`config.mk`:
```
export PLATFORM = sky130hd
export DESIGN_NAME = hpt_div_cell
export DESIGN_NICKNAME = d
export VERILOG_FILES = /design/src/hw/rtl/hpt_pkg.sv /design/src/hw/rtl/hpt_div_cell.sv
export SDC_FILE = /design/constraint.sdc
export NUM_CORES = 1
export LEC_CHECK = 0
export ABC_AREA = 1
export BUFFER_PORTS_ARGS = -buffer_cell sky130_fd_sc_hd__clkbuf_2
export CAP_MARGIN = 20
export CORE_AREA = 8 8 379 381
export CTS_CLUSTER_DIAMETER = 80
export DETAILED_ROUTE_END_ITERATION = 16
export DIE_AREA = 0 0 387 389
export PLACE_DENSITY = 0.54
export SYNTH_ARGS = -nofsm -noshare
export SYNTH_HDL_FRONTEND = slang
export SYNTH_SLANG_ARGS = --single-unit
```
`constraint.sdc`:
```
create_clock -name clk -period 2.5 [get_ports clk]
set_clock_uncertainty 0.15 [all_clocks]
set_input_delay 0.125 -clock clk [delete_from_list [all_inputs] [get_ports clk]]
set_output_delay 0.125 -clock clk [all_outputs]
set_load 0.02 [all_outputs]
```
`src/hw/rtl/hpt_pkg.sv`:
```
// Shared constants, types and helpers for the homogeneous point transform.
package hpt_pkg;

    // Default number of fraction bits of all fixed-point values
    localparam int FRAC_BITS_DEF = 16;

    // Configuration register map (one 64-bit register every 8 bytes)
    localparam int NUM_REGS = 8;
    localparam int ADDR_W   = 6;
    localparam int IDX_LSB  = 3;

    localparam logic [2:0] REG_ROW0_LO = 3'd0;
    localparam logic [2:0] REG_ROW0_HI = 3'd1;
    localparam logic [2:0] REG_ROW1_LO = 3'd2;
    localparam logic [2:0] REG_ROW1_HI = 3'd3;
    localparam logic [2:0] REG_ROW2_LO = 3'd4;
    localparam logic [2:0] REG_ROW2_HI = 3'd5;
    localparam logic [2:0] REG_ROW3_LO = 3'd6;
    localparam logic [2:0] REG_ROW3_HI = 3'd7;

    // Quotient bits produced by the divider chain
    localparam int QUOT_W = 32;

    // Whole matrix as held by the register file
    typedef logic [NUM_REGS-1:0][63:0] hpt_mat_t;

    // Control that travels alongside each item through the divider chain
    typedef struct packed {
        logic       valid;
        logic       zero_w;
        logic       skip;
        logic [2:0] neg;
    } hpt_ctl_t;

    // Matrix entry M[r][c]: register (r*2 + c/2), half c%2
    function automatic logic signed [31:0] mat_entry(hpt_mat_t m, logic [1:0] r,
                                                     logic [1:0] c);
        logic [63:0] w;
        w = m[{r, c[1]}];
        return c[0] ? $signed(w[63:32]) : $signed(w[31:0]);
    endfunction

endpackage

```
`src/hw/rtl/hpt_div_cell.sv`:
```
// One restoring-division cell: decides one quotient bit for all three lanes.
module hpt_div_cell
    import hpt_pkg::*;
#(
    parameter int FRAC_BITS = FRAC_BITS_DEF,
    parameter int SHIFT     = 0,
    localparam int VW = 66 - FRAC_BITS,
    localparam int RW = 98 - FRAC_BITS
)
(
    input  logic                     clk,
    input  logic                     rst_n,
    input  logic                     en,
    input  hpt_ctl_t                 ctl_in,
    input  logic [2:0][RW-1:0]       rem_in,
    input  logic [2:0][QUOT_W-1:0]   q_in,
    input  logic [VW-1:0]            d_in,
    input  logic [2:0][31:0]         pass_in,
    output hpt_ctl_t                 ctl_out,
    output logic [2:0][RW-1:0]       rem_out,
    output logic [2:0][QUOT_W-1:0]   q_out,
    output logic [VW-1:0]            d_out,
    output logic [2:0][31:0]         pass_out
);

    hpt_ctl_t                 ctl_reg;
    logic [2:0][RW-1:0]       rem_reg;
    logic [2:0][RW-1:0]       rem_next;
    logic [2:0][QUOT_W-1:0]   q_reg;
    logic [2:0][QUOT_W-1:0]   q_next;
    logic [VW-1:0]            d_reg;
    logic [2:0][31:0]         pass_reg;
    logic [RW-1:0]            d_sh;
    logic                     ge;

    // Compare and subtract the shifted divisor
    always_comb
    begin
        d_sh = RW'(d_in) << SHIFT;
        ge   = 1'b0;
        for (int i = 0; i < 3; i++)
        begin
            ge          = rem_in[i] >= d_sh;
            rem_next[i] = ge ? rem_in[i] - d_sh : rem_in[i];
            q_next[i]   = q_in[i];
            q_next[i][SHIFT] = ge;
        end
    end

    always_ff @(posedge clk or negedge rst_n)
    begin
        if (!rst_n)
        begin
            ctl_reg <= '0;
        end
        else if (en)
        begin
            ctl_reg <= ctl_in;
        end
    end

    always_ff @(posedge clk)
    begin
        if (en)
        begin
            rem_reg  <= rem_next;
            q_reg    <= q_next;
            d_reg    <= d_in;
            pass_reg <= pass_in;
        end
    end

    assign ctl_out  = ctl_reg;
    assign rem_out  = rem_reg;
    assign q_out    = q_reg;
    assign d_out    = d_reg;
    assign pass_out = pass_reg;

endmodule

```
==> results.cfg <==
[critical_path]
cp.arrival_ns = 2.75
start_kind = primary input
crit_required_ns = 2.76
cp_max_fo = 9
critPathCaptureType = register
worstSetupPathType = primary input to register
rr_startpoint = ctl_out[5]
cp-startpoint = rem_in[155]

[status]
violations = negative hold slack
status = finished with violations

[logic_synthesis]
synth_area_per_cell_um2 = 6.999
synth_warnings = 0
synth_seq_area_share_pct = 41.10
yosysUniqueCellTypes = 39
syn-num-nets = 5796
syn_inst = 5146
synth_ff_type = edfxtp_1
ys_async_sr_fraction_pct = 1.215
synth_edf_count = 488
syn-cell-area_mm2 = 0.03602
ys_seq_elements = 494

[power]
switching_share_pct = 35.46
power_switching_mw = 11.27
power_density_mw_per_mm2 = 508.8
p_comb_share_pct = 34.6
power_mw = 31.79
peakVddDrop_v = 0.0004873
p_seq_share_pct = 33.7
intPower_mw = 20.52
cellLeakagePower_nw = 31.29
clkPwrFrac_pct = 31.8

[clocking]
insertion_delay_ns = 0.69
cts-root-buf = clkbuf_16
clock_sinks = 494
cts_tree = yes
htreeDepth = 3
cts_buffers = 69
path_clk_slew_ns = 0.06
cts.path.max_buffers = 3

[detailed_routing]
via_per_inst = 4.540
wl_mm = 229.8
wl_per_cell_um = 23.21
dr.pass1.iters = 7
initialDrtViolationCount = 3426
ant_nets = 0
vias = 44950
drc = 0

[floorplanning]
rows = 137
start_util_pct = 26.10
core_mm2 = 0.1380
io_pins = 991
dieArea_mm2 = 0.1505
die_h_um = 389
die_w_um = 387

[sta]
setup_viol = 0
final.period_utilization_pct = 99.88
holdWs_ns = -0.3873
max_freq_mhz = 400.5
slew_headroom_pct = 64.62
slew_violations = 0
min_period_ns = 2.497
hold_viol = 6
tightest_slew_ns = 0.5302

[grt]
busiest_layer = met2
grtUsageMet1_pct = 35.07
gr-usage-met2_pct = 51.54
track_usage_pct = 29.04
antenna_found_initial = 47
grt_pass1_vias = 44650
gr-usage-met3_pct = 4.123
grt_max_degree = 84
grt_overflow = 0
grt_pass1_wl_mm = 318.6

[final_layout]
drive_gt1_share_pct = 32.63
final_common_cell = nand2_1
final_cell_mix = nand2_1 (2,027), buf_4 (1,137), clkbuf_2 (980)
layout.nets = 8670
areaGrowthSynthToFinish_pct = 73.46

[hold_path]
hold_class = primary input to register
hp-start = rem_in[0]

[run]
maxCapViolations = 0

[placed_design]
place_hpwl_mm = 190.9
place.gp.congestion = 0.9979
place.port_buffers = 987
-- synth_stat cells, drive strengths merged (7+ instances only) --
master  count  share of area [%]
a21oi     167                3.0
and2        7               0.14
buf        37               0.96
edfxtp    488                 41
ha        150                5.2
inv       917                9.6
nand2    2090                 22
nand3     195                2.8
nand3b     55                1.2
nand4      78                1.4
nor2      622                6.7
nor3       39               0.54
o21ai     160                2.4
xnor2      94                2.3
xor2        9               0.22
-- flip-flops by register name (all words and copies together) (netlist names) --
| signal | flops |
|---|---|
| pass_out | 96 |
| d_out | 50 |
| ctl_out | 6 |
| q_out | 96 |
| rem_out | 246 |
-- worst max-delay path, cell delays in order --
cell and delay, ns:
dlygate4sd3_1 0.57, clkbuf_2 0.13, nor2_1 0.28, nand2_1 0.10, nor2_1 0.24, nand2_1 0.11, nor3_1 0.28, nand2_1 0.14
inv_2 0.07, nand3_2 0.13, clkinv_4 0.10, buf_12 0.17, buf_4 0.18, o21ai_0 0.11
-- power groups by stage --
stage	clock [mW]	sequential, mW	combinational [mW]
finish	10.1	10.7	11.0
global route	10.6	10.7	11.7
CTS	10.3	10.7	10.7
detailed placement	0	10.8	9.79
global placement	0	10.8	9.79
floorplan	0	11.7	3.06
-- routing by layer --
| metal | wire, µm | part of all wire (%) |
|---|---|---|
| met4 | 11720 | 5.1 |
| met2 | 112100 | 49 |
| met5 | 61 | 0.027 |
| met1 | 92570 | 40 |
| met3 | 13400 | 5.8 |
-- stage by stage --
stage                     TNS [ns]  util [%]  worst slack [ns]  instances  area, µm²
after floorplan                  0         -            0.2467       5146      36020
after global placement     -118.17     37.92           -0.7931       9074      52320
after detailed placement   -121.33     37.92           -0.8033       9074      52320
after CTS                        0     44.41         0.0001741       9860      61290
after global routing       -0.2509     45.26          -0.02442       9893      62460
final                            0     45.27          0.002887       9900      62470
-- cell type report --
type / count / area (µm²)
clock buffer: 76 / 1753
inverter: 917 / 3460
clock inverter: 48 / 581.8
timing repair buffer: 2846 / 21360
antenna: 20 / 50.05
fill: 14000 / 75510
tap: 1807 / 2261
sequential: 494 / 14800
multi-input combinational: 3692 / 18210
-- cells by family after synthesis --
family / Yosys count / synth area share, %
compound gates: 333 / 5.503
buf+inv: 960 / 10.58
xor+xnor: 103 / 2.505
flops: 494 / 41.10
simple gates: 3097 / 34.74
fa+ha+maj: 153 / 5.378
mux: 6 / 0.1876
-- timing repair --
item                                    CTS  global route
setup buffers                             0            13
gates cloned                              0             4
endpoints found under the setup margin    3           235
hold buffers                            662            10
pin swaps                                 0            21
endpoints found under the hold margin   647            15
gates resized for setup                   2           210
-- path summary, 6_finish.rpt --
check	to	slack, ns	cells after the start
setup / recovery	rem_out[95]	0.003	14
hold / removal	rem_out[0]	-0.39	3
setup reg to reg	ctl_out[5]	1.54	1
hold reg to reg	ctl_out[0]	0.37	1
max in group asynchronous	ctl_out[2]	1.73	3
min in group asynchronous	ctl_out[3]	0.24	3
Note: power is estimated with default switching activity, not from simulation.
