<file path="src/hw/rtl/hpt_pkg.sv">
// Shared constants, types and helpers for the homogeneous point transform.
package hpt_pkg;

    // Default number of fraction bits of all fixed-point values
    localparam int FRAC_BITS_DEF = 16;

    // Configuration register map (one 64-bit register every 8 bytes)
    localparam int NUM_REGS = 8;
    localparam int ADDR_W   = 6;
    localparam int IDX_LSB  = 3;

    localparam logic [2:0] REG_ROW0_LO = 3'd0;
    localparam logic [2:0] REG_ROW0_HI = 3'd1;
    localparam logic [2:0] REG_ROW1_LO = 3'd2;
    localparam logic [2:0] REG_ROW1_HI = 3'd3;
    localparam logic [2:0] REG_ROW2_LO = 3'd4;
    localparam logic [2:0] REG_ROW2_HI = 3'd5;
    localparam logic [2:0] REG_ROW3_LO = 3'd6;
    localparam logic [2:0] REG_ROW3_HI = 3'd7;

    // Quotient bits produced by the divider chain
    localparam int QUOT_W = 32;

    // Whole matrix as held by the register file
    typedef logic [NUM_REGS-1:0][63:0] hpt_mat_t;

    // Control that travels alongside each item through the divider chain
    typedef struct packed {
        logic       valid;
        logic       zero_w;
        logic       skip;
        logic [2:0] neg;
    } hpt_ctl_t;

    // Matrix entry M[r][c]: register (r*2 + c/2), half c%2
    function automatic logic signed [31:0] mat_entry(hpt_mat_t m, logic [1:0] r,
                                                     logic [1:0] c);
        logic [63:0] w;
        w = m[{r, c[1]}];
        return c[0] ? $signed(w[63:32]) : $signed(w[31:0]);
    endfunction

endpackage

</file>
<file path="src/hw/rtl/hpt_cfg_regs.sv">
// APB register file holding the 4x4 transform matrix.
module hpt_cfg_regs
    import hpt_pkg::*;
#(
    parameter int FRAC_BITS = FRAC_BITS_DEF
)
(
    input  logic              clk,
    input  logic              rst_n,
    input  logic              psel,
    input  logic              penable,
    input  logic              pwrite,
    input  logic [ADDR_W-1:0] paddr,
    input  logic [63:0]       pwdata,
    output logic [63:0]       prdata,
    output logic              pready,
    output hpt_mat_t          mat
);

    localparam logic [63:0] ONE_FX = 64'(1) << FRAC_BITS;

    hpt_mat_t   mat_reg;
    logic [2:0] idx;
    logic       wr_en;

    assign idx    = paddr[ADDR_W-1:IDX_LSB];
    assign wr_en  = psel && penable && pwrite;
    assign pready = 1'b1;
    assign prdata = mat_reg[idx];
    assign mat    = mat_reg;

    // Matrix registers, identity after reset
    always_ff @(posedge clk or negedge rst_n)
    begin
        if (!rst_n)
        begin
            mat_reg[REG_ROW0_LO] <= ONE_FX;
            mat_reg[REG_ROW0_HI] <= '0;
            mat_reg[REG_ROW1_LO] <= ONE_FX << 32;
            mat_reg[REG_ROW1_HI] <= '0;
            mat_reg[REG_ROW2_LO] <= '0;
            mat_reg[REG_ROW2_HI] <= ONE_FX;
            mat_reg[REG_ROW3_LO] <= '0;
            mat_reg[REG_ROW3_HI] <= ONE_FX << 32;
        end
        else if (wr_en)
        begin
            mat_reg[idx] <= pwdata;
        end
    end

endmodule

</file>
<file path="config.mk">
export PLATFORM = sky130hd
export DESIGN_NAME = hpt_cfg_regs
export DESIGN_NICKNAME = d
export VERILOG_FILES = /design/src/hw/rtl/hpt_pkg.sv /design/src/hw/rtl/hpt_cfg_regs.sv
export SDC_FILE = /design/constraint.sdc
export NUM_CORES = 1
export LEC_CHECK = 0
export ABC_CLOCK_PERIOD_IN_PS = 3040
export BUFFER_PORTS_ARGS = -buffer_cell sky130_fd_sc_hd__buf_2
export CAP_MARGIN = 20
export CORE_AREA = 10 10 247 249
export DETAILED_ROUTE_END_ITERATION = 6
export DIE_AREA = 0 0 257 259
export PLACE_DENSITY = 0.74
export SLEW_MARGIN = 40
export SYNTH_ARGS = -nofsm -noshare
export SYNTH_HDL_FRONTEND = slang
export SYNTH_SLANG_ARGS = --single-unit
</file>
<file path="constraint.sdc">
create_clock -name clk -period 3.04 [get_ports clk]
set_clock_uncertainty 0.2 [all_clocks]
set_input_delay 0.152 -clock clk [delete_from_list [all_inputs] [get_ports clk]]
set_output_delay 0.152 -clock clk [all_outputs]
set_load 0.005 [all_outputs]
</file>
==> flow_summary.ini, run 1 <==
[yosys]
yosys.cell_types.count = 17
synthAdderAreaFrac_pct = 0
yosys_most_used_dff = dfrtp_1
yosysMostFrequentCell = mux2_2
synth-compound-area-share_pct = 0
syn_avg_cell_area_um2 = 17.2
synth-simple-area-share_pct = 0.381
synth_top_area_share_pct = 56.0
synth_top_family_by_area = multiplexers
synth_fp_nets = 1391
synthTopCellsByArea = dfrtp_1 (56%), mux2_2 (27%), mux4_2 (13%)
synth_cells = 1316
yosysWarnings = 0
syn_area_um2 = 22700
synth_area_leader_cell = dfrtp_1
post_synth_most_frequent_cells = mux2_2 (543), dfrtp_1 (508), mux4_2 (128), buf_2 (63), mux2_1 (33)
synthMuxAreaShare_pct = 41.3
ys_seq_area_share_pct = 56.5
async_reset_ff_share_pct = 100
synth_edf_count = 0
synth_seq_cells = 512
synth_xor_area_share_pct = 0

[pwr]
power_density_nw_per_um2 = 701
peakVddDrop_mv = 0.472
leakagePower_uw = 0.0144

[setup_path]
cp_num_cells = 5
cp.arrival_ps = 2030
critPathRequiredTime_ps = 2690
critical_path_class = input pin to primary output
path_cells = buf_8 -> buf_12 -> mux4_2 -> mux2_2 -> buf_2
rrSetupSlack_ps = 2000
cp_max_fo = 46
worstSetupEndpointType = primary output
cp-start-kind = input pin
critPathTopFamily = multiplexers
cpPeakStageDelay_ps = 590
startpoint = paddr[4]
crit_path_top_delay_cell = mux4_2
path_buf_inv = 3
critPathCapture = prdata[54]
worst_r2r_startpoint = mat[92]$_DFFE_PN0P_
reg2reg_to = mat[92]$_DFFE_PN0P_
ff2ff_path_depth = 1

[global_route]
grt_max_degree = 97
overflow = 0
grtUsageTotal_pct = 22.3
antenna_found_initial = 1
grt_pass1_vias = 17300
grt_pass1_wl_um = 114000

[clock_tree]
numCtsBuffers = 53
post_cts_buffers = 0
insertion_delay_ps = 570
clockBufferDepth = 3
path_clk_slew_ps = 60
tritoncts = built
htreeDepth = 2
hold_buffers = 66
cts_resized = 0
cts_root_buf = clkbuf_16
cts.sinks = 512

[place]
numPlacedInstances = 2672
dp_hpwl_um = 52100
io_buffers = 647
gp_congestion = 0.875

[floorplanning]
rows = 87
die_h_um = 259
io_pins = 652
initial_utilization_pct = 40.5
die_x_um = 257
die-area_um2 = 66600
core-area_um2 = 56000

[routing]
drtIter0Drc = 853
routedWlPerCell_um = 26.8
first_pass_iters = 4
vias_per_cell = 5.44
drtAntennaViolNets = 0
wirelength_um = 76100
vias = 15400
drc = 0

[timing]
setup_viol = 0
setup-tns-final_ps = 0
hold_viol = 0
period_minus_slack_ps = 2380
max_freq_mhz = 419
timing.hold.ws_ps = 81.9
relSlewSlack_pct = 60.3
grt_setup_unrepaired = false
period_share_pct = 78.4
finalMaxSlewViolations = 0
tightest_slew_ps = 595

[worst_hold_path]
min_path_type = input pin to flop
holdPathStages = 5

[outcome]
status = finished clean

[final_layout]
fin_cells = 2836
fin_nets = 2112
area_growth_pct = 29.9
largest_reg_flops = 512
drive_gt1_share_pct = 69.7

[run]
drv_cap = 0
power by group:
| group | total (uW) | internal (uW) | leakage (uW) | switching [uW] |
|---|---|---|---|---|
| Clock | 6420 | 3790 | 0.000842 | 2630 |
| Sequential | 9320 | 8160 | 0.00654 | 1150 |
| Combinational | 4910 | 2840 | 0.00698 | 2070 |
layout make-up:
| class | instances | area, um2 |
|---|---|---|
| sequential | 512 | 12800 |
| antenna | 2 | 5.00 |
| multi-input combinational | 718 | 9500 |
| timing repair buffer | 752 | 4460 |
| tap | 756 | 946 |
| fill | 4607 | 26500 |
| clock buffer | 84 | 1570 |
| clock inverter | 12 | 145 |
metal layers:
layer	track usage (%)	up-vias	wire length (um)
met4	9.01	0	2750
met2	39.0	633	39100
li1	-	6432	-
met3	6.33	146	5940
met5	0	-	0
met1	25.4	8214	28300
how the worst min path moves through the flow:
| stage | startpoint | to | slack (ps) |
|---|---|---|---|
| after floorplan | rst_n | mat[0]$_DFFE_PN0P_ | -340 |
| after global placement | rst_n | mat[489]$_DFFE_PN0P_ | -30 |
| after detailed placement | rst_n | mat[489]$_DFFE_PN0P_ | -30 |
| after CTS | psel | mat[479]$_DFFE_PN0P_ | 60 |
| after global routing | psel | mat[479]$_DFFE_PN0P_ | 90 |
| final | pwrite | mat[479]$_DFFE_PN0P_ | 80 |
placed cells by master, fill, tap and decap left out, types with 2 or more instances in the layout:
cell type / n
buf_2: 643
mux2_2: 543
dfrtp_1: 508
mux4_2: 128
dlygate4sd3_1: 65
clkbuf_16: 53
mux2_1: 33
buf_4: 22
clkbuf_1: 18
buf_12: 18
clkbuf_8: 13
nor2_4: 6
clkinv_2: 6
dfstp_2: 4
bufinv_16: 3
diode_2: 2
nand2b_1: 2
nor3_4: 2
clkinv_4: 2
buf_8: 2
cells by family (layout without fill, tap and decap cells):
logic type             count (synthesis)  count (layout)
other                                  1               3
multiplexers                         704             704
buffers and inverters                 86             848
flip-flops                           512             512
AND/OR/NAND/NOR                       13              13
tightest hold or removal path, delay by kind of cell:
kind                   cells  cell delay (ps)
and+or+nand+nor            2              160
buffers and inverters      2              290
muxes                      1              220
per-stage QoR:
| stage | setup WS, ps | area (um2) | util (%) | total power [uW] |
|---|---|---|---|---|
| final | 656 | 29500 | 52.6 | 20600 |
| after global routing | 545 | 29500 | 52.6 | 21600 |
| after CTS | 657 | 29400 | 52.6 | 20900 |
| after detailed placement | 542 | 27100 | 48.3 | 14300 |
| after global placement | 588 | 27100 | 48.3 | 14100 |
| after floorplan | 1160 | 22700 | - | 11400 |
No activity file was read; power rests on OpenSTA's default activity.
==> run 2, diff against run 1 <==
--- a/config.mk
+++ b/config.mk
@@ -5,7 +5,7 @@
 export SDC_FILE = /design/constraint.sdc
 export NUM_CORES = 1
 export LEC_CHECK = 0
-export ABC_CLOCK_PERIOD_IN_PS = 3040
+export ABC_CLOCK_PERIOD_IN_PS = 2200
 export BUFFER_PORTS_ARGS = -buffer_cell sky130_fd_sc_hd__buf_2
 export CAP_MARGIN = 20
 export CORE_AREA = 10 10 247 249
==> constraint.sdc (replaced) <==
create_clock -name clk -period 2.2 [get_ports clk]
set_clock_uncertainty 0.2 [all_clocks]
set_input_delay 0.11 -clock clk [delete_from_list [all_inputs] [get_ports clk]]
set_output_delay 0.11 -clock clk [all_outputs]
set_load 0.005 [all_outputs]
==> run 2 against run 1 <==
The flow now finishes with violations (setup timing). Utilization is 4.6 points higher. Total power grew 47%. Critical path depth is 2 lower. First-iteration DRC count is 28% higher. Largest power group unchanged. Highest routed layer unchanged. Combinational power grew 77%. Count of clock-buffer cells in the layout is the same. Flip-flop and latch count did not move. Setup slack lost 670 ps. Clock power is 37% higher. Sequential power rose by 37%. Largest cell class unchanged.
==> flow_summary.ini, run 2 (same netlist as run 1, synthesis figures left out) <==
[final_layout]
multi_input_area_um2 = 9620
mostFrequentLayoutCell = buf_2
fillers = 4295
largest_reg_flops = 512
final_util_pct = 57.2
seqCellArea_um2 = 12800
fin_nets = 2384
area_growth_pct = 41.1
drive_gt1_share_pct = 73.2
layout_common_cells = buf_2 (608), mux2_2 (512), dfrtp_1 (505), buf_4 (278), mux4_2 (128)

[setup_path]
path_buf_inv = 1
path_cells = mux4_2 -> mux2_4 -> buf_6
cp.arrival_ps = 1900
crit_path_top_delay_cell = mux4_2
critPathRequiredTime_ps = 1890
worstSetupEndpointType = primary output
critical_path_class = flop to primary output
cpPeakStageDelay_ps = 500
cp_max_fo = 3
cp-start-kind = flop
critPathTopFamily = multiplexers

[place]
io_buffers = 647
place_ws_ps = 113
gp_congestion = 0.910
dp_hpwl_um = 54000

[routing]
first_pass_iters = 5
drtAntennaViolNets = 0
vias_per_cell = 5.35
drc = 0
vias = 16600
wirelength_um = 80100
routedWlPerCell_um = 25.8
drtIter0Drc = 1092

[pwr]
power_density_nw_per_um2 = 945
peakVddDrop_mv = 0.857
leakagePower_uw = 0.0159

[outcome]
status = complete, but fails checks
violations = setup timing

[timing]
tightest_slew_ps = 782
relSlewSlack_pct = 47.9
grt_setup_unrepaired = true
finalWorstSetupSlack_ps = -10.5
period_share_pct = 100
max_freq_mhz = 452
finalMaxSlewViolations = 0
setup_viol = 2
hold_viol = 0
period_minus_slack_ps = 2210

[clock_tree]
clockBufferDepth = 3
htreeDepth = 2
insertion_delay_ps = 580
cts.sinks = 512
cts_root_buf = clkbuf_16
numCtsBuffers = 52
tritoncts = built
path_clk_slew_ps = 60

[floorplanning]
core-area_um2 = 56000
die_x_um = 257
io_pins = 652
die-area_um2 = 66600
die_h_um = 259
initial_utilization_pct = 40.5
rows = 87

[global_route]
grtUsageTotal_pct = 23.0
grt_max_degree = 97
grt_pass1_vias = 18300
grt_pass1_wl_um = 118000
antenna_found_initial = 2
overflow = 0

[run]
drv_cap = 0

[worst_hold_path]
min_path_type = input pin to asynchronous set/reset pin
[run 2: changes by cell type in the layout (fill, tap and decap cells not counted), sizes merged]
cell         before  now
buf             687  957
clkinv            8    5
inv               0    2
bufinv            3    2
dlygate4sd3      65   68
[run 2: area by class of cell]
| cell class | instances | area share, % |
|---|---|---|
| flip-flops and latches | 512 | 40.1 |
| multi-input cells | 718 | 30.1 |
| repair buffers | 1025 | 21.6 |
| clock buffers | 84 | 4.95 |
| well taps | 756 | 2.96 |
| clock inverters | 10 | 0.356 |
| diodes | 2 | 0.0156 |
[run 2: report_power, final]
part | total [uW] | internal [uW] | switching (uW)
Clock | 8770 | 5140 | 3630
Sequential | 12800 | 11300 | 1470
Combinational | 8710 | 5260 | 3460
Total | 30200 | 21700 | 8560
[run 2: path summary, 6_finish.rpt]
| path | start | end | slack (ps) | cells after the start |
|---|---|---|---|---|
| hold reg to reg | mat[192]$_DFFE_PN0P_ | mat[192]$_DFFE_PN0P_ | 310 | 1 |
| setup / recovery | mat[274]$_DFFE_PN0P_ | prdata[18] | -10 | 3 |
| setup reg to reg | mat[470]$_DFFE_PN0P_ | mat[470]$_DFFE_PN0P_ | 950 | 3 |
| min in group clk | paddr[3] | mat[215]$_DFFE_PN0P_ | 160 | 5 |
| hold / removal | rst_n | mat[484]$_DFFE_PN0P_ | 30 | 3 |
| max in group asynchronous | rst_n | mat[76]$_DFFE_PN0P_ | 1240 | 3 |
[run 2: layer usage]
metal / GRT usage [%] / part of all wire (%) / wire, um / vias up
met5: 0 / 0 / 0 / -
met1: 26.0 / 36 / 29200 / 8783
li1: - / - / - / 6969
met4: 7.66 / 3.1 / 2460 / 0
met2: 40.9 / 52 / 42000 / 734
met3: 6.84 / 8.2 / 6540 / 143
[run 2: repair_timing]
action | CTS | global route
gates resized for setup | 38 | 32
buffers inserted | 143 | 94
hold endpoints to repair | 1013 | 0
endpoints found under the setup margin | 48 | 63
pin swaps | 0 | 0
hold buffers | 69 | 0
[run 2: metrics by stage]
stage	TNS [ps]	power (uW)	area [um2]	cells	hold slack, ps
3_5_place_dp	0	19900	27500	2705	-113
5_1_grt	-1280	31600	32000	3107	53.9
4_1_cts	-304	29700	31100	3011	13.5
6_report	-20.8	30200	32000	3107	33.5
3_3_place_gp	0	19600	27500	2705	-117
2_1_floorplan	0	15700	22700	1316	-386
[run 2: worst reg2reg max path: stages (launching register included)]
cell,delay [ps]
dfrtp_1,400
buf_4,140
buf_4,140
mux2_2,260
